File: config.mk
export PLATFORM = sky130hd
export DESIGN_NAME = ufea_sum
export DESIGN_NICKNAME = d
export VERILOG_FILES = /design/src/rtl/core/union_find_edge_acceptor_macros.svh /design/src/rtl/core/ufea_pkg.sv /design/src/rtl/core/ufea_sum.sv
export SDC_FILE = /design/constraint.sdc
export NUM_CORES = 1
export LEC_CHECK = 0
export BUFFER_PORTS_ARGS = -buffer_cell sky130_fd_sc_hd__buf_2
export CORE_MARGIN = 3
export CORE_UTILIZATION = 49
export CTS_CLUSTER_SIZE = 25
export DETAILED_ROUTE_END_ITERATION = 6
export PLACE_DENSITY = 0.77
export SLEW_MARGIN = 10
export SYNTH_ARGS = -nofsm -noshare
export SYNTH_HDL_FRONTEND = slang
export SYNTH_SLANG_ARGS = --single-unit
File: constraint.sdc
create_clock -name clk -period 2.9 [get_ports clk]
set_input_delay 0.725 -clock clk [delete_from_list [all_inputs] [get_ports clk]]
set_output_delay 0.725 -clock clk [all_outputs]
set_load 0.02 [all_outputs]
File: src/rtl/core/union_find_edge_acceptor_macros.svh
// assertion macros for the union-find edge acceptor
`ifndef UNION_FIND_EDGE_ACCEPTOR_MACROS_SVH
`define UNION_FIND_EDGE_ACCEPTOR_MACROS_SVH

// same-cycle implication, checked on clk, off while rst_n is low
`define UFEA_ASSERT_NOW(label, ante, cons) \
  label: assert property (@(posedge clk) disable iff (!rst_n) (ante) |-> (cons)) \
    else $error("ufea check failed");

// next-cycle implication, checked on clk, off while rst_n is low
`define UFEA_ASSERT_NEXT(label, ante, cons) \
  label: assert property (@(posedge clk) disable iff (!rst_n) (ante) |=> (cons)) \
    else $error("ufea check failed");

`endif

File: src/rtl/core/ufea_pkg.sv
package ufea_pkg;

  localparam int NODES  = 1024;
  localparam int NODE_W = 10;
  localparam int CNT_W  = NODE_W + 1;
  localparam int COST_W = 32;
  localparam int SUM_W  = 48;

  localparam logic [CNT_W-1:0]  NODE_CNT  = CNT_W'(NODES);
  localparam logic [NODE_W-1:0] NODE_LAST = NODE_W'(NODES - 1);

  localparam logic ACT_CLEAR = 1'b0;

  typedef struct packed {
    logic              we;
    logic [NODE_W-1:0] addr;
    logic [NODE_W-1:0] wdata;
  } ufea_ram_req_t;

  typedef struct packed {
    logic clr;
    logic add;
  } ufea_sum_ctl_t;

endpackage

File: src/rtl/core/ufea_sum.sv
module ufea_sum
  import ufea_pkg::*;
(
  input  logic              clk,
  input  logic              rst_n,
  input  ufea_sum_ctl_t     ctl,
  input  logic [COST_W-1:0] cost,
  output logic [SUM_W-1:0]  total
);

  logic [SUM_W-1:0] sum_r;
  logic [SUM_W:0]   sum_ext;

  // carry out of the top bit means the total passed its maximum
  assign sum_ext = {1'b0, sum_r} + {{(SUM_W + 1 - COST_W){1'b0}}, cost};

  always_ff @(posedge clk) begin
    if (!rst_n) begin
      sum_r <= '0;
    end else if (ctl.clr) begin
      sum_r <= '0;
    end else if (ctl.add) begin
      sum_r <= sum_ext[SUM_W] ? {SUM_W{1'b1}} : sum_ext[SUM_W-1:0];
    end
  end

  assign total = sum_r;

endmodule

==> out/metrics.sh, run 1 <==
CLOCKBUFFERDEPTH=2
ROUTE.DETAILED.DRC=0
RELSLEWSLACK_PCT=59.6
CTS.SINK_COUNT=48
POST_CTS_HOLD_BUFFER_COUNT=0
R2R_SLACK_NS=0.24
FRACTION_OF_FINAL_LAYOUT_CELLS_SIZED_BEYOND_DRIVE_STRENGTH_1_PCT=33.7
FINALCLOCKSKEW_NS=0.00499
REG2REGPATHDEPTH=10
FINALHOLDVIOLATIONS=0
TIMING.CRITICAL_PATH.SLOWEST_STAGE_CELL='sky130_fd_sc_hd__ha_1'
OVERFLOW=0
AVGROUTEDWIREPERCELL_UM=15.5
DETAIL_ROUTE.VIAS_PER_CELL=5.82
POWER_REPORT.INTERNAL_TOTAL_mW=1.22
DIE-WIDTH_UM=91.7
WORST_HOLD_PATH_ENDPOINT='total[47]$_SDFFE_PP0P_'
AREA_DELTA_SYNTH_FINAL_PCT=34.6
POSTSYNTHREGISTERBITS=48
LEAKAGE_nW=2.29
MAX_FREQ_MHz=352
TIMING.CRITICAL_PATH.CELLS='buf_2, ha_1, nand4_1, or2_2, nor3_1, o21ai_1, a31o_2, buf_4, a211o_1, nor3b_2, a211oi_2'
MAPPEDNETLISTNETS=520
SYNTH.YOSYS.SEQ_AREA_SHARE_PCT=26.7
TIMING.HOLD.WS_NS=0.535
INITIAL_CORE_UTIL_PCT=51.8
SEQPWRFRAC_PCT=38.9
PATH_CLK_SLEW_NS=0.10
SHARE_CLK_OF_TOTAL_POWER_PCT=28.5
SETUP.WORST_PATH.START_CLASS='input pin'
SHARE_COMB_OF_TOTAL_POWER_PCT=32.6
MOSTFREQUENTLAYOUTCELL='sky130_fd_sc_hd__buf_2'
TIMING.FINAL.SETUP_VIOLATIONS=0
DRV.MAX_CAP_VIOLATION_COUNT=0
LAYOUT.CELLS.MOST_COMMON_LIST='83 x sky130_fd_sc_hd__buf_2, 76 x sky130_fd_sc_hd__buf_4, 65 x sky130_fd_sc_hd__a21oi_1, 48 x sky130_fd_sc_hd__dfxtp_1, 47 x sky130_fd_sc_hd__o21ai_0'
GLOBAL_ROUTE_WIRE_LENGTH_BEFORE_REPAIR_MM=17.7
CTS_BUFFERS=5
MAX_SLEW.WORST_PIN.SLEW_NS=0.603
LAYOUT.CORE_UTILIZATION_PCT=69.7
CRIT_ARRIVAL_NS=3.07
SYNTHESIS.YOSYS.WARNINGS=0
WORSTHOLDPATHTYPE='flop to flop'
FINAL_MIN_PERIOD_OVER_CLOCK_PERIOD_PCT=97.9
CELLPOWERDENSITY_mW_PER_MM2=372
WORST_EP_REQUIRED_NS=3.13
DRT-PASS1-ITER-COUNT=4
SYNTHESIS.INSTANCES=451
FINALNONFILLERCELLS=690
CRIT_PATH_MAX_INCR_DELAY_NS=0.38
WIRELENGTH_MM=10.7
IR_WORST_VDD_mV=0.262
NETLIST-CELL-TYPE-COUNT=59
WORST_HOLD_STARTPOINT='total[47]$_SDFFE_PP0P_'
ANTENNA_FOUND_INITIAL=0
STATUS='finished clean'
DESIGN.PORTCOUNT=84
END_KIND='flop'
GRT_MAX_DEGREE=41
GRT_USAGE_PCT=24.8
SYNTH.LARGEST_AREA_CELL='sky130_fd_sc_hd__dfxtp_1'
GRT_PASS1_VIAS=3930
SYNTH_ASYNC_SR_FLOP_SHARE_PCT=0
WORSTSETUPPATHTYPE='input pin to flop'
FINALWORSTPATHREQUIREDPERIOD_NS=2.84
PLACE.PORT_BUFFERS=83
DESIGN.FINAL.NETS=662
SW_FRAC_OF_TOTAL_PCT=32.3
CTS.ROOT.BUFFER_CELL='sky130_fd_sc_hd__clkbuf_8'
POWER.NET_SWITCHING_mW=0.583
REGTOREGENDPOINT='total[47]$_SDFFE_PP0P_'
CRIT_FANOUT=6
SYNTHESIS.AREA_MM2=0.00360
WORST_HOLD_PATH.NUM_CELLS=1
HPWL_MM=8.02
NUMBER_OF_ENABLE_FLIP_FLOP_CELLS_AFTER_SYNTHESIS=0
R2R_START='total[20]$_SDFFE_PP0P_'
CLK-INSERTION-DELAY-LATE_NS=0.30
LARGEST_REGISTER_FFS=48
PLACEDCELLCOUNT=677
NUMBER_OF_VIAS_AFTER_DETAILED_ROUTING=4014
TIMING_MAX_TRANSITION_VIOLATIONS_FINAL=0
HTREEDEPTH=2
FIRST_ITER_VIOLATIONS=181
AREA_OF_THE_DIE_MM2=0.00840
SYNTH_AREA_PER_CELL_UM2=7.97
ANT_DIODES=0
ROWS=30
DIE_Y_UM=91.7
CTS_TREE='built'
SETUP_TNS_NS=0
SYNTH_AREA_LEADERS='sky130_fd_sc_hd__dfxtp_1 27%, sky130_fd_sc_hd__ha_1 11%, sky130_fd_sc_hd__a21oi_1 9.3%, sky130_fd_sc_hd__o21ai_0 6.5%, sky130_fd_sc_hd__xor2_1 4.9%'
DESIGN.CORE.AREA_MM2=0.00694
GP_ROUTABILITY_CONGESTION=0.988
AREA_SHARE_OF_THE_LEADING_CELL_TYPE_IN_THE_SYNTHESIZED_NETLIST_PCT=26.7
TOP_FF_CELL_SYNTH='sky130_fd_sc_hd__dfxtp_1'
REMAINING_ANTENNA_VIOLATION_COUNT=0
what timing repair did:
item | 4_1_cts | 5_1_grt
resized for setup | 0 | 16
setup endpoints to repair | 0 | 46
buffers inserted | 0 | 5
metal layers:
metal	track usage, %	wire, µm	part of all wire (%)
met4	6.66	138	1.3
met3	3.04	580	5.4
met1	32.2	4780	45
met2	43.1	5170	48
met5	0	0	0
layout make-up:
cell class / instances / area [µm²]
tap: 96 / 120
timing repair buffer: 162 / 1050
clock buffer: 5 / 68.8
multi-input combinational: 363 / 2550
sequential: 48 / 961
clock inverter: 3 / 46.3
inverter: 13 / 48.8
fill: 577 / 2100
stage by stage:
| step | power (mW) | area, µm² | setup slack [ns] |
|---|---|---|---|
| 2_1_floorplan | 1.04 | 3620 | 0.00798 |
| 3_3_place_gp | 1.26 | 4610 | -0.217 |
| 3_5_place_dp | 1.27 | 4610 | -0.283 |
| 4_1_cts | 1.78 | 4720 | 0.0000200 |
| 5_1_grt | 1.89 | 4840 | -0.0258 |
| 6_report | 1.80 | 4840 | 0.0601 |
worst max-delay path, delay by kind of cell:
kind | cells | cell delay (ns)
buffers and inverters | 2 | 0.24
and+or+nand+nor | 4 | 0.83
AOI/OAI and AO/OA | 4 | 0.87
adders and majority gates | 1 | 0.38
Yosys cell counts, drive strengths merged (5+ instances only):
| library cell | count |
|---|---|
| inv | 13 |
| xor2 | 20 |
| nand4 | 11 |
| a21oi | 68 |
| nor2 | 19 |
| dfxtp | 48 |
| nand2 | 32 |
| ha | 32 |
| clkbuf | 14 |
| and3 | 9 |
| xnor2 | 17 |
| o21ai | 53 |
| a31oi | 6 |
| a21o | 13 |
| nand3 | 12 |
| and2 | 5 |
| o211ai | 5 |
| buf | 13 |
| a311oi | 6 |
how the worst max path moves through the flow:
stage,startpoint,end,slack (ns),depth (start not counted)
finish,cost[20],total[47]$_SDFFE_PP0P_,0.06,11
global route,cost[0],total[30]$_SDFFE_PP0P_,-0.03,12
CTS,cost[1],total[25]$_SDFFE_PP0P_,0.00002,11
detailed placement,cost[1],total[41]$_SDFFE_PP0P_,-0.28,10
global placement,cost[1],total[25]$_SDFFE_PP0P_,-0.22,11
floorplan,cost[0],total[13]$_SDFFE_PP0P_,0.008,11
power groups by stage:
stage                     Sequential, mW  Clock, mW  Combinational, mW
after floorplan                    0.740          0              0.301
after global placement             0.714          0              0.545
after detailed placement           0.715          0              0.554
after CTS                          0.700      0.523              0.561
after global routing               0.704      0.546              0.643
final                              0.701      0.513              0.588
kinds of logic (layout without fill, tap and decap cells):
kind of cell               count (synthesis)  count (layout)  share of synthesized area, %
adders and majority gates                 33              33                          11.7
and+or+nand+nor                          106             106                          15.1
buffers and inverters                     40             183                          5.08
xor gates and xnor gates                  37              37                          9.01
AOI/OAI and AO/OA                        187             187                          32.4
DFF                                       48              48                          26.7
(Power assumes the default switching activity.)
==> run 2, diff against run 1 <==
--- a/config.mk
+++ b/config.mk
@@ -6,11 +6,13 @@
 export NUM_CORES = 1
 export LEC_CHECK = 0
 export BUFFER_PORTS_ARGS = -buffer_cell sky130_fd_sc_hd__buf_2
+export CELL_PAD_IN_SITES_DETAIL_PLACEMENT = 0
+export CELL_PAD_IN_SITES_GLOBAL_PLACEMENT = 1
 export CORE_MARGIN = 3
-export CORE_UTILIZATION = 49
+export CORE_UTILIZATION = 36
 export CTS_CLUSTER_SIZE = 25
 export DETAILED_ROUTE_END_ITERATION = 6
-export PLACE_DENSITY = 0.77
+export PLACE_DENSITY_LB_ADDON = 0.1
 export SLEW_MARGIN = 10
 export SYNTH_ARGS = -nofsm -noshare
 export SYNTH_HDL_FRONTEND = slang
==> run 2 against run 1 <==
Against the previous run: clock power up 2%; flip-flop and latch count unchanged; hold slack worse by 0.027 ns; critical path depth up 2; final area up 3.7%; largest power group unchanged.
==> out/metrics.sh, run 2 (same netlist as run 1, synthesis figures left out) <==
FINALNONFILLERCELLS=730
FINALCLOCKSKEW_NS=0.00762
PATH_CLK_SLEW_NS=0.10
RELSLEWSLACK_PCT=59.6
CELLPOWERDENSITY_mW_PER_MM2=363
IR_WORST_VDD_mV=0.207
SETUP.WORST_PATH.START_CLASS='input pin'
CTS_BUFFERS=5
AREA_DELTA_SYNTH_FINAL_PCT=39.6
PLACEDCELLCOUNT=717
REMAINING_ANTENNA_VIOLATION_COUNT=0
WIRELENGTH_MM=10.9
FINALWORSTPATHREQUIREDPERIOD_NS=2.84
END_KIND='flop'
WORST_HOLD_PATH_ENDPOINT='total[47]$_SDFFE_PP0P_'
FILLER_CELL_COUNT=931
GRT_MAX_DEGREE=41
WORSTHOLDPATHTYPE='flop to flop'
CTS.SINK_COUNT=48
NUMBER_OF_VIAS_AFTER_DETAILED_ROUTING=3871
POWER_REPORT.INTERNAL_TOTAL_mW=1.23
TIMING.CRITICAL_PATH.CELLS='buf_6, ha_4, fa_2, a21o_1, a221oi_2, buf_4, nor4_4, o21ai_1, a31o_2, and2_4, nor3_1, buf_4, a311oi_1'
REGTOREGENDPOINT='total[40]$_SDFFE_PP0P_'
DESIGN.PORTCOUNT=84
CTS.ROOT.BUFFER_CELL='sky130_fd_sc_hd__clkbuf_8'
FIRST_ITER_VIOLATIONS=129
STATUS='finished clean'
FRACTION_OF_FINAL_LAYOUT_CELLS_SIZED_BEYOND_DRIVE_STRENGTH_1_PCT=35.4
FINAL_MIN_PERIOD_OVER_CLOCK_PERIOD_PCT=97.8
CLK-INSERTION-DELAY-LATE_NS=0.32
PLACE.PORT_BUFFERS=83
DETAIL_ROUTE.VIAS_PER_CELL=5.30
R2R_SLACK_NS=0.19
TIMING.CRITICAL_PATH.SLOWEST_STAGE_CELL='sky130_fd_sc_hd__fa_2'
GRT_USAGE_PCT=18.7
WORST_HOLD_PATH.NUM_CELLS=1
MOSTFREQUENTLAYOUTCELL='sky130_fd_sc_hd__buf_2'
OVERFLOW=0
ANTENNA_FOUND_INITIAL=0
ROWS=35
MAX_FREQ_MHz=353
CRIT_ARRIVAL_NS=3.06
GLOBAL_ROUTE_WIRE_LENGTH_BEFORE_REPAIR_MM=17.6
DRT-PASS1-ITER-COUNT=4
LAYOUT_SETUP_WS_NS=0.0646
SW_FRAC_OF_TOTAL_PCT=32.6
WORST_EP_REQUIRED_NS=3.13
HTREEDEPTH=2
AREA_OF_THE_DIE_MM2=0.0112
ANT_DIODES=0
LAYOUT.CORE_UTILIZATION_PCT=53.1
DIE-WIDTH_UM=106
SHARE_COMB_OF_TOTAL_POWER_PCT=32.9
WORST_HOLD_STARTPOINT='total[47]$_SDFFE_PP0P_'
DIE_Y_UM=106
GP_ROUTABILITY_CONGESTION=0.832
R2R_START='total[0]$_SDFFE_PP0P_'
SEQPWRFRAC_PCT=38.3
SETUP_SLACK_PLACEMENT_NS=-0.364
AVGROUTEDWIREPERCELL_UM=14.9
CRIT_FANOUT=4
FINALHOLDVIOLATIONS=0
DESIGN.CORE.AREA_MM2=0.00946
TIMING.FINAL.SETUP_VIOLATIONS=0
TIMING.HOLD.WS_NS=0.508
POST_CTS_HOLD_BUFFER_COUNT=0
LARGEST_REGISTER_FFS=48
CTS_TREE='built'
CRIT_PATH_MAX_INCR_DELAY_NS=0.34
POWER.NET_SWITCHING_mW=0.595
CELL_REPEATED_MOST_ALONG_THE_WORST_PATH='sky130_fd_sc_hd__buf_4'
INITIAL_CORE_UTIL_PCT=38.0
GRT_PASS1_VIAS=3772
DRV.MAX_CAP_VIOLATION_COUNT=0
WORSTSETUPPATHTYPE='input pin to flop'
ROUTE.DETAILED.DRC=0
HPWL_MM=8.11
REG2REGPATHDEPTH=12
CLOCKBUFFERDEPTH=2
MAX_SLEW.WORST_PIN.SLEW_NS=0.607
DESIGN.FINAL.NETS=669
SHARE_CLK_OF_TOTAL_POWER_PCT=28.8
LEAKAGE_nW=2.36
TIMING_MAX_TRANSITION_VIOLATIONS_FINAL=0
LAYOUT.CELLS.MOST_COMMON_LIST='82 x sky130_fd_sc_hd__buf_2, 80 x sky130_fd_sc_hd__buf_4, 64 x sky130_fd_sc_hd__a21oi_1, 48 x sky130_fd_sc_hd__dfxtp_1, 46 x sky130_fd_sc_hd__o21ai_0'
[run 2: changes by cell type in the layout (fill, tap and decap cells not counted), sizes merged]
cell / delta
buf: +5
clkbuf: +2
[run 2: layer usage]
| layer | wire [µm] | track usage [%] | vias up |
|---|---|---|---|
| li1 | - | - | 1985 |
| met1 | 5280 | 25.2 | 1781 |
| met2 | 5040 | 31.8 | 97 |
| met3 | 471 | 2.85 | 8 |
| met4 | 87 | 4.07 | 0 |
| met5 | 0 | 0 | - |
[run 2: how the worst max path moves through the flow]
stage	startpoint	end	slack, ns	cells past startpoint
6_report	cost[0]	total[40]$_SDFFE_PP0P_	0.06	13
5_1_grt	cost[0]	total[40]$_SDFFE_PP0P_	-0.008	13
4_1_cts	cost[0]	total[34]$_SDFFE_PP0P_	0.01	13
2_1_floorplan	cost[0]	total[13]$_SDFFE_PP0P_	0.008	11
3_5_place_dp	cost[0]	total[41]$_SDFFE_PP0P_	-0.36	11
3_3_place_gp	cost[0]	total[37]$_SDFFE_PP0P_	-0.33	11
[run 2: through the flow]
stage	setup TNS, ns	area, µm²	total power, mW
global placement	-10.67	4700	1.27
detailed placement	-11.94	4700	1.28
global route	-0.0518	5020	1.93
CTS	0	4820	1.81
floorplan	0	3620	1.04
finish	0	5020	1.82
[run 2: repair_timing]
action                                  CTS  global route
pin swaps                                 0             9
endpoints found under the setup margin    3            43
cloned                                    0             2
resized for setup                         1            25
setup buffers                             0             3
[run 2: worst max-delay path: cells and delay by family]
| family | cells | cell delay, ns |
|---|---|---|
| buf+inv | 3 | 0.43 |
| compound gates | 5 | 1.12 |
| fa+ha+maj | 2 | 0.49 |
| simple gates | 3 | 0.28 |
[run 2: area by class of cell]
type	count	area, µm²	share of cell area (%)
timing repair buffer	169	1150	23.0
sequential	48	961	19.1
multi-input combinational	363	2580	51.4
clock inverter	3	46.3	0.922
tap	129	161	3.22
clock buffer	5	68.8	1.37
inverter	13	48.8	0.972
[run 2: power groups by stage]
stage	logic (mW)	clock network (mW)	registers (mW)
finish	0.600	0.525	0.700
global route	0.659	0.567	0.704
CTS	0.567	0.541	0.699
detailed placement	0.562	0	0.714
global placement	0.560	0	0.713
floorplan	0.301	0	0.740
