$ cat src/rtl/core/union_find_edge_acceptor_macros.svh
// assertion macros for the union-find edge acceptor
`ifndef UNION_FIND_EDGE_ACCEPTOR_MACROS_SVH
`define UNION_FIND_EDGE_ACCEPTOR_MACROS_SVH

// same-cycle implication, checked on clk, off while rst_n is low
`define UFEA_ASSERT_NOW(label, ante, cons) \
  label: assert property (@(posedge clk) disable iff (!rst_n) (ante) |-> (cons)) \
    else $error("ufea check failed");

// next-cycle implication, checked on clk, off while rst_n is low
`define UFEA_ASSERT_NEXT(label, ante, cons) \
  label: assert property (@(posedge clk) disable iff (!rst_n) (ante) |=> (cons)) \
    else $error("ufea check failed");

`endif

$ cat src/rtl/core/ufea_pkg.sv
package ufea_pkg;

  localparam int NODES  = 1024;
  localparam int NODE_W = 10;
  localparam int CNT_W  = NODE_W + 1;
  localparam int COST_W = 32;
  localparam int SUM_W  = 48;

  localparam logic [CNT_W-1:0]  NODE_CNT  = CNT_W'(NODES);
  localparam logic [NODE_W-1:0] NODE_LAST = NODE_W'(NODES - 1);

  localparam logic ACT_CLEAR = 1'b0;

  typedef struct packed {
    logic              we;
    logic [NODE_W-1:0] addr;
    logic [NODE_W-1:0] wdata;
  } ufea_ram_req_t;

  typedef struct packed {
    logic clr;
    logic add;
  } ufea_sum_ctl_t;

endpackage

$ cat src/rtl/core/ufea_seq.sv
module ufea_seq
  import ufea_pkg::*;
(
  input  logic              clk,
  input  logic              rst_n,
  input  logic              start,
  input  logic              in_action,
  input  logic [NODE_W-1:0] in_node_a,
  input  logic [NODE_W-1:0] in_node_b,
  input  logic [COST_W-1:0] in_edge_cost,
  output logic              busy,
  output logic              out_valid,
  output logic              out_joined,
  output ufea_ram_req_t     ram_req,
  input  logic [NODE_W-1:0] ram_rdata,
  output ufea_sum_ctl_t     sum_ctl,
  output logic [COST_W-1:0] cost
);

  typedef enum logic [2:0] {
    S_CLEAR,
    S_IDLE,
    S_FRD,
    S_FCHK,
    S_CRD,
    S_CWR,
    S_JOIN,
    S_DONE
  } state_t;

  state_t            state_r;
  logic [NODE_W-1:0] cur_r;
  logic [NODE_W-1:0] root_r;
  logic [NODE_W-1:0] ra_r;
  logic [NODE_W-1:0] a_r;
  logic [NODE_W-1:0] b_r;
  logic [COST_W-1:0] cost_r;
  logic              side_r;
  logic              clr_item_r;
  logic              out_valid_r;
  logic              out_joined_r;

  logic [NODE_W-1:0] cmp_x;
  logic [NODE_W-1:0] cmp_y;
  logic              cmp_eq;
  logic              cmp_lt;
  logic              in_range;

  // shared node comparator, operands picked by state
  always_comb begin
    unique case (state_r)
      S_FCHK: begin
        cmp_x = ram_rdata;
        cmp_y = cur_r;
      end
      S_JOIN: begin
        cmp_x = ra_r;
        cmp_y = root_r;
      end
      default: begin
        cmp_x = cur_r;
        cmp_y = root_r;
      end
    endcase
  end

  assign cmp_eq = (cmp_x == cmp_y);
  assign cmp_lt = (cmp_x < cmp_y);

  assign in_range = ({1'b0, in_node_a} < NODE_CNT) && ({1'b0, in_node_b} < NODE_CNT);

  always_comb begin
    ram_req.we    = 1'b0;
    ram_req.addr  = cur_r;
    ram_req.wdata = root_r;
    sum_ctl.clr   = 1'b0;
    sum_ctl.add   = 1'b0;
    unique case (state_r)
      S_CLEAR: begin
        ram_req.we    = 1'b1;
        ram_req.wdata = cur_r;
        sum_ctl.clr   = 1'b1;
      end
      S_CWR: begin
        ram_req.we = 1'b1;
      end
      S_JOIN: begin
        // larger root gets the smaller one as parent
        if (!cmp_eq) begin
          ram_req.we    = 1'b1;
          ram_req.addr  = cmp_lt ? root_r : ra_r;
          ram_req.wdata = cmp_lt ? ra_r : root_r;
          sum_ctl.add   = 1'b1;
        end
      end
      default: begin
      end
    endcase
  end

  always_ff @(posedge clk) begin
    if (!rst_n) begin
      state_r      <= S_CLEAR;
      cur_r        <= '0;
      side_r       <= 1'b0;
      clr_item_r   <= 1'b0;
      out_valid_r  <= 1'b0;
      out_joined_r <= 1'b0;
    end else begin
      out_valid_r <= 1'b0;
      unique case (state_r)
        S_CLEAR: begin
          cur_r <= cur_r + NODE_W'(1);
          if (cur_r == NODE_LAST) begin
            state_r      <= S_IDLE;
            out_valid_r  <= clr_item_r;
            out_joined_r <= 1'b0;
            clr_item_r   <= 1'b0;
          end
        end
        S_IDLE: begin
          if (start) begin
            a_r    <= in_node_a;
            b_r    <= in_node_b;
            cost_r <= in_edge_cost;
            side_r <= 1'b0;
            if (in_action == ACT_CLEAR) begin
              cur_r      <= '0;
              clr_item_r <= 1'b1;
              state_r    <= S_CLEAR;
            end else if (in_range) begin
              cur_r   <= in_node_a;
              state_r <= S_FRD;
            end else begin
              out_joined_r <= 1'b0;
              state_r      <= S_DONE;
            end
          end
        end
        S_FRD: begin
          state_r <= S_FCHK;
        end
        S_FCHK: begin
          if (cmp_eq) begin
            root_r  <= cur_r;
            cur_r   <= side_r ? b_r : a_r;
            state_r <= S_CRD;
          end else begin
            cur_r   <= ram_rdata;
            state_r <= S_FRD;
          end
        end
        S_CRD: begin
          if (cmp_eq) begin
            if (!side_r) begin
              ra_r    <= root_r;
              side_r  <= 1'b1;
              cur_r   <= b_r;
              state_r <= S_FRD;
            end else begin
              state_r <= S_JOIN;
            end
          end else begin
            state_r <= S_CWR;
          end
        end
        S_CWR: begin
          cur_r   <= ram_rdata;
          state_r <= S_CRD;
        end
        S_JOIN: begin
          out_joined_r <= !cmp_eq;
          state_r      <= S_DONE;
        end
        S_DONE: begin
          out_valid_r <= 1'b1;
          state_r     <= S_IDLE;
        end
        default: begin
          state_r <= S_IDLE;
        end
      endcase
    end
  end

  assign busy       = (state_r != S_IDLE);
  assign out_valid  = out_valid_r;
  assign out_joined = out_joined_r;
  assign cost       = cost_r;

endmodule

$ cat config.mk
export PLATFORM = sky130hd
export DESIGN_NAME = ufea_seq
export DESIGN_NICKNAME = d
export VERILOG_FILES = /design/src/rtl/core/union_find_edge_acceptor_macros.svh /design/src/rtl/core/ufea_pkg.sv /design/src/rtl/core/ufea_seq.sv
export SDC_FILE = /design/constraint.sdc
export NUM_CORES = 1
export LEC_CHECK = 0
export BUFFER_PORTS_ARGS = -buffer_cell sky130_fd_sc_hd__buf_2
export CORE_MARGIN = 2
export CORE_UTILIZATION = 57
export DETAILED_ROUTE_END_ITERATION = 6
export PLACE_DENSITY = 0.94
export SETUP_SLACK_MARGIN = 0.3
export SYNTH_ARGS = -nofsm -noshare
export SYNTH_HDL_FRONTEND = slang
export SYNTH_SLANG_ARGS = --single-unit
export TNS_END_PERCENT = 100
$ cat constraint.sdc
create_clock -name clk -period 7.4 [get_ports clk]
set_input_delay 1.11 -clock clk [delete_from_list [all_inputs] [get_ports clk]]
set_output_delay 1.11 -clock clk [all_outputs]
set_load 0.01 [all_outputs]
==> results of run 1 <==
[cell families after synthesis]
kind of cell | Yosys count | share of synthesized area (%)
simple gates | 129 | 15.63
compound gates | 126 | 19.19
flops | 89 | 53.89
buf+inv | 34 | 3.341
mux | 17 | 3.854
fa+ha+maj | 11 | 2.964
xor+xnor | 6 | 1.132
[sequential cells by signal, summed over array words and instances, names as in the netlist, 3 cells and up]
register / count
cost: 32
a_r: 10
b_r: 10
cur_r: 10
ra_r: 10
root_r: 10
state_r: 3
[placed cells by master, fill, tap and decap left out, types with 9 or more instances in the layout]
master and instances:
buf_2 123, edfxtp_1 72, nand2_1 46, a21oi_1 25, nor2_1 22, o21ai_0 21, dfxtp_1 17, a31oi_1 16
a22oi_1 14, and2_1 13, a221o_1 11, ha_1 11, mux2i_1 10, clkbuf_8 9
[stage by stage]
stage	cell area [sq um]	util, %
6_report	5520	70.71
4_1_cts	5520	70.71
5_1_grt	5520	70.71
3_5_place_dp	5295	67.82
2_1_floorplan	4643	-
3_3_place_gp	5295	67.82
[final timing paths]
kind	endpoint	slack (ns)	cells past startpoint
max	ram_req[3]	1.72	11
min	clr_item_r	0.49	2
max reg2reg	root_r[1]	3.33	9
min reg2reg	clr_item_r	0.49	2
[power groups by stage]
| stage | combinational [W] | sequential [W] | clock [W] |
|---|---|---|---|
| global placement | 0.0000403 | 0.000555 | 0 |
| detailed placement | 0.0000423 | 0.000555 | 0 |
| global route | 0.0000472 | 0.000544 | 0.000392 |
| finish | 0.0000427 | 0.000543 | 0.000372 |
| floorplan | 0.0000168 | 0.000552 | 0 |
| CTS | 0.0000426 | 0.000543 | 0.000374 |
[critical path, stage by stage, from the launching register on]
cell     delay (ns)
dfxtp_1        0.90
nand2_1        0.17
nor2_2         0.53
nor2_1         0.30
nand2_1        0.13
nand2_1        0.06
ha_1           0.37
nand2_1        0.11
o21ai_0        0.78
nor3_2         0.28
a221o_1        0.42
buf_2          0.14
[metal layers]
metal,GRT usage (%),share of wire [%]
met5,0,0
met4,10.51,2.2
met3,7.705,10
met2,47.68,49
met1,33.95,39
[cell type report]
| class | instances | area [sq um] | share of cell area, % |
|---|---|---|---|
| Clock inverter | 6 | 97.59 | 1.768 |
| Timing Repair Buffer | 128 | 653.1 | 11.83 |
| Tap cell | 102 | 127.6 | 2.312 |
| Sequential cell | 89 | 2502 | 45.33 |
| Multi-Input combinational cell | 289 | 1993 | 36.11 |
| Inverter | 5 | 18.77 | 0.3400 |
| Clock buffer | 10 | 127.6 | 2.312 |
==> flow_summary_export.csv, run 1 <==
group,metric,value,unit
placed_design,portBuffers,123,
cts,cts-root-to-sink-buffers,2,
routing,first_pass_iteration_count_of_the_detailed_router,4,
cts,numCtsBuffers,9,
timing,worst_case_headroom_to_the_max_slew_limit,32.57,%
placed_design,placed_cells_incl_taps,613,
final_layout,antenna_cells_inserted,0,
pwr,power.total,0.0009582,W
cts,cts.repair_timing.setup_buffer_count,0,
die,rows,32,
worst_hold_path,min_from,"clr_item_r",
routing,viasPerCell,6.288,
die,core_area,0.007807,sq mm
final_layout,nFillCells,577,
yosys,ys_async_sr_fraction,0,%
routing,route.antenna.remaining_nets,0,
cts,cts-root-buf,"clkbuf_8",
worst_setup_path,critical_path_class,"reg2out",
cts,cts.clk_slew.worst_paths,0.08,ns
grt,pin_count_of_the_biggest_net_entering_global_routing,53,
yosys,synthTopCellsByCount,"72 x edfxtp_1, 46 x nand2_1, 25 x a21oi_1",
yosys,count_of_flip_flops_with_a_built_in_enable_after_synthesis,72,
yosys,syn-mean-instance-area,11.27,sq um
yosys,synth.most_common_cell,"edfxtp_1",
timing,final_hold_viol_count,0,
pwr,combinationalPowerShare,4.5,%
die,horiz_die_dim,94.26,um
timing,period_utilisation_layout,76.82,%
timing,final_period_minus_worst_setup_slack,5.685,ns
grt,grt_usage,28.02,%
yosys,synth.area.top_cells,"edfxtp_1 47%, dfxtp_1 7.3%, nand2_1 3.7%, ha_1 3.0%, a21oi_1 2.7%",
pwr,power.density,173.6,mW/mm^2
final_layout,final-instance-count-excl-fill,629,
routing,drc,0,
grt,globalRouteOverflowTotal,0,
yosys,netlist_area,0.004643,sq mm
cts,worst_skew_pair.late_latency,0.36,ns
cts,tritoncts_num_sinks,89,
worst_setup_path,worstReg2RegStart,"state_r[1]",
worst_setup_path,critical_path.endpoint_type,"primary output",
yosys,yosys_warnings,0,
grt,first_pass_grt_wire_length,19030,um
yosys,synthDominantCellAreaShare,46.56,%
pwr,p_sw,0.0002022,W
yosys,syn_nets,489,
timing,drv_slew,0,
yosys,postSynthRegisterBits,89,
pwr,power.leakage,2.122,nW
die,die_h,94.26,um
job,cap_violations,0,
timing,timing.final.setup_violations,0,
die,io_pins,124,
timing,worst_setup_slack_after_layout,1.715,ns
worst_setup_path,timing.critical_path.fanout_max,28,
grt,antenna_found_initial,0,
placed_design,hpwlAfterDp,8895,um
pwr,seq_power_share,56.7,%
timing,hold_slack,0.4873,ns
yosys,yosys.area.top_type,"edfxtp_1",
timing,grt_setup_unrepaired,"no",
run_status,status,"completed",
pwr,power_frac_clock,38.8,%
worst_setup_path,launching_element_type_of_the_critical_path,"flip-flop",
timing,fmaxAchievable,0.1759,GHz
routing,routed-via-count,3955,
pwr,internal_power,0.0007560,W
placed_design,place_congestion,0.8835,
routing,routed_wl,12080,um
die,initial_utilization,59.47,%
final_layout,drive_above_1_share,32.26,%
cts,clock_tree.htree_level_count,3,
timing,setup_total_negative_slack,0,ns
worst_setup_path,cp_data_required_time,6.29,ns
cts,post_cts_hold_buffer_count,0,
routing,drt_iter0_drc,346,
yosys,synth_cell_types,64,
worst_setup_path,startpoint,"state_r[1]",
cts,cts_resized,0,
die,die_area,0.008884,sq mm
worst_setup_path,arrival,4.57,ns
routing,wl_per_cell,19.20,um
placed_design,pre_cts_ws,2.201,ns
yosys,synth-seq-area-share,53.89,%
worst_hold_path,hold_path_class,"reg2reg",
timing,fin_skew,0.01031,ns
yosys,postSynthCellCount,412,
pwr,irDropWorstVdd,155.1,uV
pwr,p_sw_share,21.10,%
final_layout,fin_nets,599,
yosys,synth-main-ff-cell,"edfxtp_1",
final_layout,syn_to_final_growth,18.89,%
grt,first_global_vias,3950,
timing,worst_pin_slew,1.010,ns
cts,cts_tree,"yes",
(Power assumes the default switching activity.)
==> run 2: changes to the inputs <==
CORE_UTILIZATION = 48   (was 57)
PLACE_DENSITY = 0.85   (was 0.94)
clock period = 4.6 ns   (was 7.4 ns; I/O delays follow)
==> run 2 against run 1 <==
  * Final cell count up 5.2%
  * Sequential share of layout area is 0.77 points lower
  * Routed wire length is 2.0% lower
  * Clock power increased by 42%
  * Via count is 1.5% lower
  * Combinational power is 60% higher
  * Worst setup slack got worse by 1.2 ns
  * Critical endpoint is now ram_req[0]
  * Largest cell class unchanged
==> flow_summary_export.csv, run 2 (synthesis gave the netlist of run 1 again) <==
group,metric,value,unit
run_status,status,"completed",
die,die_area,0.01048,sq mm
worst_setup_path,reg_to_reg_setup_timing_slack,1.56,ns
placed_design,place_congestion,0.9274,
timing,timing.final.setup_violations,0,
timing,final_period_minus_worst_setup_slack,4.121,ns
cts,tritoncts_num_sinks,89,
die,initial_utilization,49.78,%
final_layout,utilization,60.39,%
grt,grt_usage,23.30,%
placed_design,pre_cts_ws,0.3623,ns
final_layout,largest_register_ffs,32,
cts,cts.clk_slew.worst_paths,0.08,ns
worst_setup_path,timing.critical_path.fanout_max,25,
cts,cts-root-to-sink-buffers,2,
final_layout,syn_to_final_growth,21.31,%
cts,clock_tree.htree_level_count,3,
timing,drv_slew,0,
final_layout,ff_latch_area,0.002510,sq mm
timing,fmaxAchievable,0.2427,GHz
die,die_h,102.4,um
timing,setup_total_negative_slack,0,ns
die,horiz_die_dim,102.4,um
worst_setup_path,critical_path.endpoint_type,"primary output",
cts,numCtsBuffers,9,
worst_setup_path,critical_path_class,"reg2out",
routing,routed_wl,11840,um
job,cap_violations,0,
cts,post_cts_hold_buffer_count,0,
grt,globalRouteOverflowTotal,0,
routing,routed-via-count,3896,
timing,period_utilisation_layout,89.58,%
grt,first_pass_grt_wire_length,18630,um
placed_design,hpwlAfterDp,8690,um
final_layout,drive_above_1_share,34.33,%
timing,worst_pin_slew,0.7329,ns
worst_setup_path,cp_data_required_time,3.91,ns
pwr,power.leakage,2.147,nW
worst_setup_path,launching_element_type_of_the_critical_path,"flip-flop",
routing,first_pass_iteration_count_of_the_detailed_router,5,
grt,antenna_found_initial,0,
final_layout,multi_input_comb_area,0.002047,sq mm
cts,cts-root-buf,"clkbuf_8",
timing,grt_setup_unrepaired,"no",
placed_design,portBuffers,123,
die,io_pins,124,
timing,worst_case_headroom_to_the_max_slew_limit,51.03,%
worst_setup_path,timing.critical_path.slowest_stage_cell,"or3_4",
timing,worst_setup_slack_after_layout,0.4791,ns
worst_hold_path,min_from,"clr_item_r",
worst_hold_path,timing.hold.worst_endpoint,"clr_item_r",
final_layout,antenna_cells_inserted,0,
worst_hold_path,hold_path_class,"reg2reg",
final_layout,fin_nets,605,
worst_setup_path,crit-reg2reg-capture,"root_r[9]",
worst_setup_path,worst-r2r-cell-count,7,
worst_setup_path,cp_cell_sequence,"and3b_2 -> buf_12 -> mux2_2 -> ha_1 -> nand2_2 -> or3_4 -> nand2_4 -> inv_2 -> a31oi_4 -> a221o_1 -> buf_2",
final_layout,layout.cells.most_common,"buf_2",
worst_setup_path,critical-path-top-delay-family,"simple AND/OR/NAND/NOR gates",
worst_setup_path,arrival,3.43,ns
die,rows,35,
pwr,power.density,261.2,mW/mm^2
worst_setup_path,crit_buf_inv,3,
routing,viasPerCell,5.885,
worst_setup_path,worstReg2RegStart,"state_r[2]",
routing,route.antenna.remaining_nets,0,
final_layout,highest_count_cells_in_the_layout_ignoring_fill_and_taps,"123 x buf_2, 72 x edfxtp_1, 45 x nand2_1, 25 x a21oi_1",
die,core_area,0.009328,sq mm
timing,fin_skew,0.01542,ns
cts,worst_skew_pair.late_latency,0.36,ns
routing,wl_per_cell,17.88,um
final_layout,nFillCells,765,
worst_hold_path,whs_path_depth,2,
pwr,irDropWorstVdd,266.3,uV
timing,final_hold_viol_count,0,
grt,first_global_vias,3719,
timing,hold_slack,0.4840,ns
cts,cts_tree,"yes",
routing,drc,0,
worst_setup_path,critical-path-max-stage-delay,0.46,ns
grt,pin_count_of_the_biggest_net_entering_global_routing,31,
routing,drt_iter0_drc,306,
## run 2: cell count changes in the layout (fill, tap and decap cells not counted), sizes merged
cell | before | now
a31oi | 17 | 18
clkinvlp | 0 | 1
bufinv | 2 | 1
clkbuf | 10 | 11
buf | 128 | 132
clkinv | 1 | 2
inv | 8 | 7
## run 2: worst register-to-register path, stage by stage (launching register included)
cell and delay (ns):
dfxtp_4 0.39, and3b_2 0.29, buf_12 0.19, mux2_2 0.37, ha_1 0.29, nand2_2 0.13
nor4b_4 0.52, and2_1 0.51
## run 2: area by class of cell
class	count	area share [%]
Tap cell	129	2.865
Inverter	5	0.3332
Timing Repair Buffer	133	12.48
Sequential cell	89	44.56
Clock inverter	6	1.155
Multi-Input combinational cell	290	36.34
Clock buffer	10	2.266
## run 2: repair_timing
| item | 4_1_cts | 5_1_grt |
|---|---|---|
| pin swaps | 0 | 1 |
| resized for setup | 6 | 10 |
| setup buffers | 0 | 1 |
| endpoints found under the setup margin | 20 | 20 |
| cloned | 0 | 1 |
## run 2: worst max-delay path by stage
stage                    start          to  slack (ns)  depth (start not counted)
finish              state_r[2]  ram_req[0]        0.48                         11
global route        state_r[0]  ram_req[0]        0.31                         11
CTS                 state_r[1]  ram_req[0]        0.30                         11
detailed placement  state_r[2]  ram_req[0]        0.36                         13
global placement    state_r[2]  ram_req[4]        0.50                         11
floorplan           state_r[0]      a_r[0]        0.70                          5
## run 2: per-stage QoR
stage          power [W]  instances  instance area, sq um
3_5_place_dp   0.0009600        644                  5359
3_3_place_gp   0.0009574        644                  5359
4_1_cts         0.001486        660                  5572
5_1_grt         0.001525        662                  5633
2_1_floorplan  0.0009157        412                  4643
6_report        0.001471        662                  5633
## run 2: power by group
| part | switching [W] | total [W] | internal (W) |
|---|---|---|---|
| clock | 0.000276 | 0.000529 | 0.000253 |
| sequential | 0.00000738 | 0.000873 | 0.000866 |
| combinational | 0.0000336 | 0.0000684 | 0.0000347 |
## run 2: per-layer routing
| metal | vias to the layer above | GRT usage [%] | wire length, um |
|---|---|---|---|
| met4 | 0 | 8.000 | 230 |
| met5 | - | 0 | 0 |
| met3 | 23 | 7.182 | 1174 |
| met1 | 1817 | 30.05 | 4913 |
| li1 | 1831 | - | - |
| met2 | 225 | 37.50 | 5520 |
==> run 3: changes to the inputs <==
CORE_ASPECT_RATIO = 1.5   (was default)
HOLD_SLACK_MARGIN = 0.15   (was default)
==> run 3 against run 2 <==
  * Global-route usage increased by 0.59 points
  * Maximum frequency increased by 0.44%
  * Register-to-register slack got worse by 0.08 ns
  * First-iteration DRC count increased by 13%
  * Die area increased by 0.15%
  * Combinational power increased by 3.9%
  * Final cell count decreased by 1.2%
  * Cell area increased by 1.9%
  * Hold slack improved by 0.0011 ns
  * Clock-buffer cell count decreased by 1
  * Sequential power about the same
==> flow_summary_export.csv, run 3 (synthesis gave the netlist of run 1 again) <==
group,metric,value,unit
grt,met3_usage,7.025,%
timing,fmaxAchievable,0.2437,GHz
worst_setup_path,crit-reg2reg-capture,"root_r[8]",
die,die_h,124.5,um
run_status,status,"completed",
grt,globalRouteMet1Util,26.06,%
job,cap_violations,0,
die,horiz_die_dim,84.31,um
placed_design,portBuffers,123,
placed_design,place_congestion,0.9986,
routing,routed-via-count,4025,
pwr,power.density,293.5,mW/mm^2
cts,post_cts_hold_buffer_count,0,
timing,worst_case_headroom_to_the_max_slew_limit,30.02,%
cts,cts-root-buf,"clkbuf_16",
final_layout,nFillCells,771,
worst_setup_path,timing.critical_path.fanout_max,20,
cts,cts.clk_slew.worst_paths,0.06,ns
worst_hold_path,whs_path_depth,2,
worst_setup_path,worstReg2RegStart,"state_r[2]",
die,die_area,0.01049,sq mm
routing,routed_wl,12450,um
die,initial_utilization,48.75,%
worst_setup_path,arrival,3.41,ns
pwr,power.leakage,2.223,nW
final_layout,largest_register_ffs,32,
worst_setup_path,critical-path-max-stage-delay,0.47,ns
routing,first_pass_iteration_count_of_the_detailed_router,6,
final_layout,fin_nets,611,
worst_setup_path,reg_to_reg_setup_timing_slack,1.48,ns
timing,grt_setup_unrepaired,"no",
timing,hold_slack,0.4852,ns
timing,period_utilisation_layout,89.19,%
routing,drc,0,
grt,global_route.usage.met2,40.43,%
routing,route.antenna.remaining_nets,0,
pwr,power.total,0.001684,W
final_layout,utilization,60.25,%
routing,wl_per_cell,19.04,um
timing,timing.final.setup_violations,0,
worst_hold_path,timing.hold.worst_endpoint,"clr_item_r",
grt,antenna_found_initial,0,
timing,fin_skew,0.007422,ns
worst_setup_path,worst-r2r-cell-count,11,
cts,numCtsBuffers,9,
worst_setup_path,timing.critical_path.slowest_stage_cell,"or3_4",
timing,drv_slew,0,
final_layout,highest_count_cells_in_the_layout_ignoring_fill_and_taps,"123 x buf_2, 72 x edfxtp_1, 46 x nand2_1, 25 x a21oi_1, 22 x nor2_1",
final_layout,layout.cells.most_common,"buf_2",
worst_setup_path,cp_cell_sequence,"buf_4 -> nand2_1 -> nor2_2 -> buf_4 -> a22oi_1 -> nand2_1 -> ha_1 -> nand4_4 -> or3_4 -> nand2_8 -> nor3_2 -> buf_4 -> a221o_1 -> buf_2",
routing,drt_iter0_drc,346,
timing,final_period_minus_worst_setup_slack,4.103,ns
cts,tritoncts_num_sinks,89,
grt,grt_usage,23.89,%
grt,first_global_vias,4104,
die,rows,44,
timing,final_hold_viol_count,0,
placed_design,pre_cts_ws,0.7023,ns
worst_setup_path,launching_element_type_of_the_critical_path,"flip-flop",
pwr,irDropWorstVdd,294.1,uV
routing,viasPerCell,6.154,
timing,setup_total_negative_slack,0,ns
timing,worst_setup_slack_after_layout,0.4973,ns
cts,clock_tree.htree_level_count,3,
die,core_area,0.009524,sq mm
worst_setup_path,cp_common_cell,"buf_4",
grt,first_pass_grt_wire_length,19740,um
worst_setup_path,critical_path_class,"reg2out",
cts,cts_tree,"yes",
worst_hold_path,hold_path_class,"reg2reg",
worst_hold_path,min_from,"clr_item_r",
worst_setup_path,critical_path.endpoint_type,"primary output",
final_layout,syn_to_final_growth,23.58,%
worst_setup_path,cp_data_required_time,3.91,ns
placed_design,hpwlAfterDp,9257,um
grt,grt-busiest-layer,"met2",
final_layout,drive_above_1_share,33.95,%
die,io_pins,124,
cts,worst_skew_pair.late_latency,0.34,ns
cts,cts-root-to-sink-buffers,2,
final_layout,antenna_cells_inserted,0,
grt,pin_count_of_the_biggest_net_entering_global_routing,41,
timing,worst_pin_slew,1.047,ns
grt,globalRouteOverflowTotal,0,
-- run 3: worst max path at each step --
stage,end,start,slack (ns)
3_5_place_dp,ram_req[8],state_r[0],0.70
6_report,ram_req[9],state_r[2],0.50
3_3_place_gp,ram_req[5],state_r[1],0.82
2_1_floorplan,a_r[0],state_r[0],0.70
4_1_cts,ram_req[5],state_r[0],0.35
5_1_grt,ram_req[1],state_r[0],0.31
-- run 3: power breakdown --
group / switching [W] / internal (W)
sequential: 0.00000700 / 0.000868
clock: 0.000312 / 0.000425
combinational: 0.0000357 / 0.0000354
total: 0.000355 / 0.00133
-- run 3: what timing repair did --
action                                  4_1_cts  5_1_grt
endpoints found under the setup margin        0       13
setup buffers                                 0        3
gates resized for setup                       0        7
-- run 3: cell type report --
cell class | instances | area [sq um] | area share [%]
tap | 115 | 143.9 | 2.508
multi-input combinational | 289 | 2012 | 35.06
clock buffer | 9 | 225.2 | 3.925
timing repair buffer | 140 | 758.2 | 13.21
sequential | 89 | 2502 | 43.61
clock inverter | 7 | 77.57 | 1.352
inverter | 5 | 18.77 | 0.3271
-- run 3: routing by layer --
layer	vias up	share of wire (%)	routed length [um]
li1	1847	-	-
met5	-	0	0
met1	1865	35	4319
met4	0	5.3	665
met3	52	9.2	1147
met2	261	51	6319
-- run 3: metrics by stage --
stage          cell area (sq um)  std cells
6_report                    5738        654
5_1_grt                     5738        654
4_1_cts                     5682        651
3_5_place_dp                5379        635
3_3_place_gp                5379        635
2_1_floorplan               4643        412
-- run 3: worst max-delay path: cells and delay by family, from the launching register on --
kind / cells / cell delay, ns
DFF: 1 / 0.31
AOI/OAI and AO/OA: 2 / 0.54
buffers and inverters: 4 / 0.69
and+or+nand+nor: 7 / 1.12
adders and majority gates: 1 / 0.37
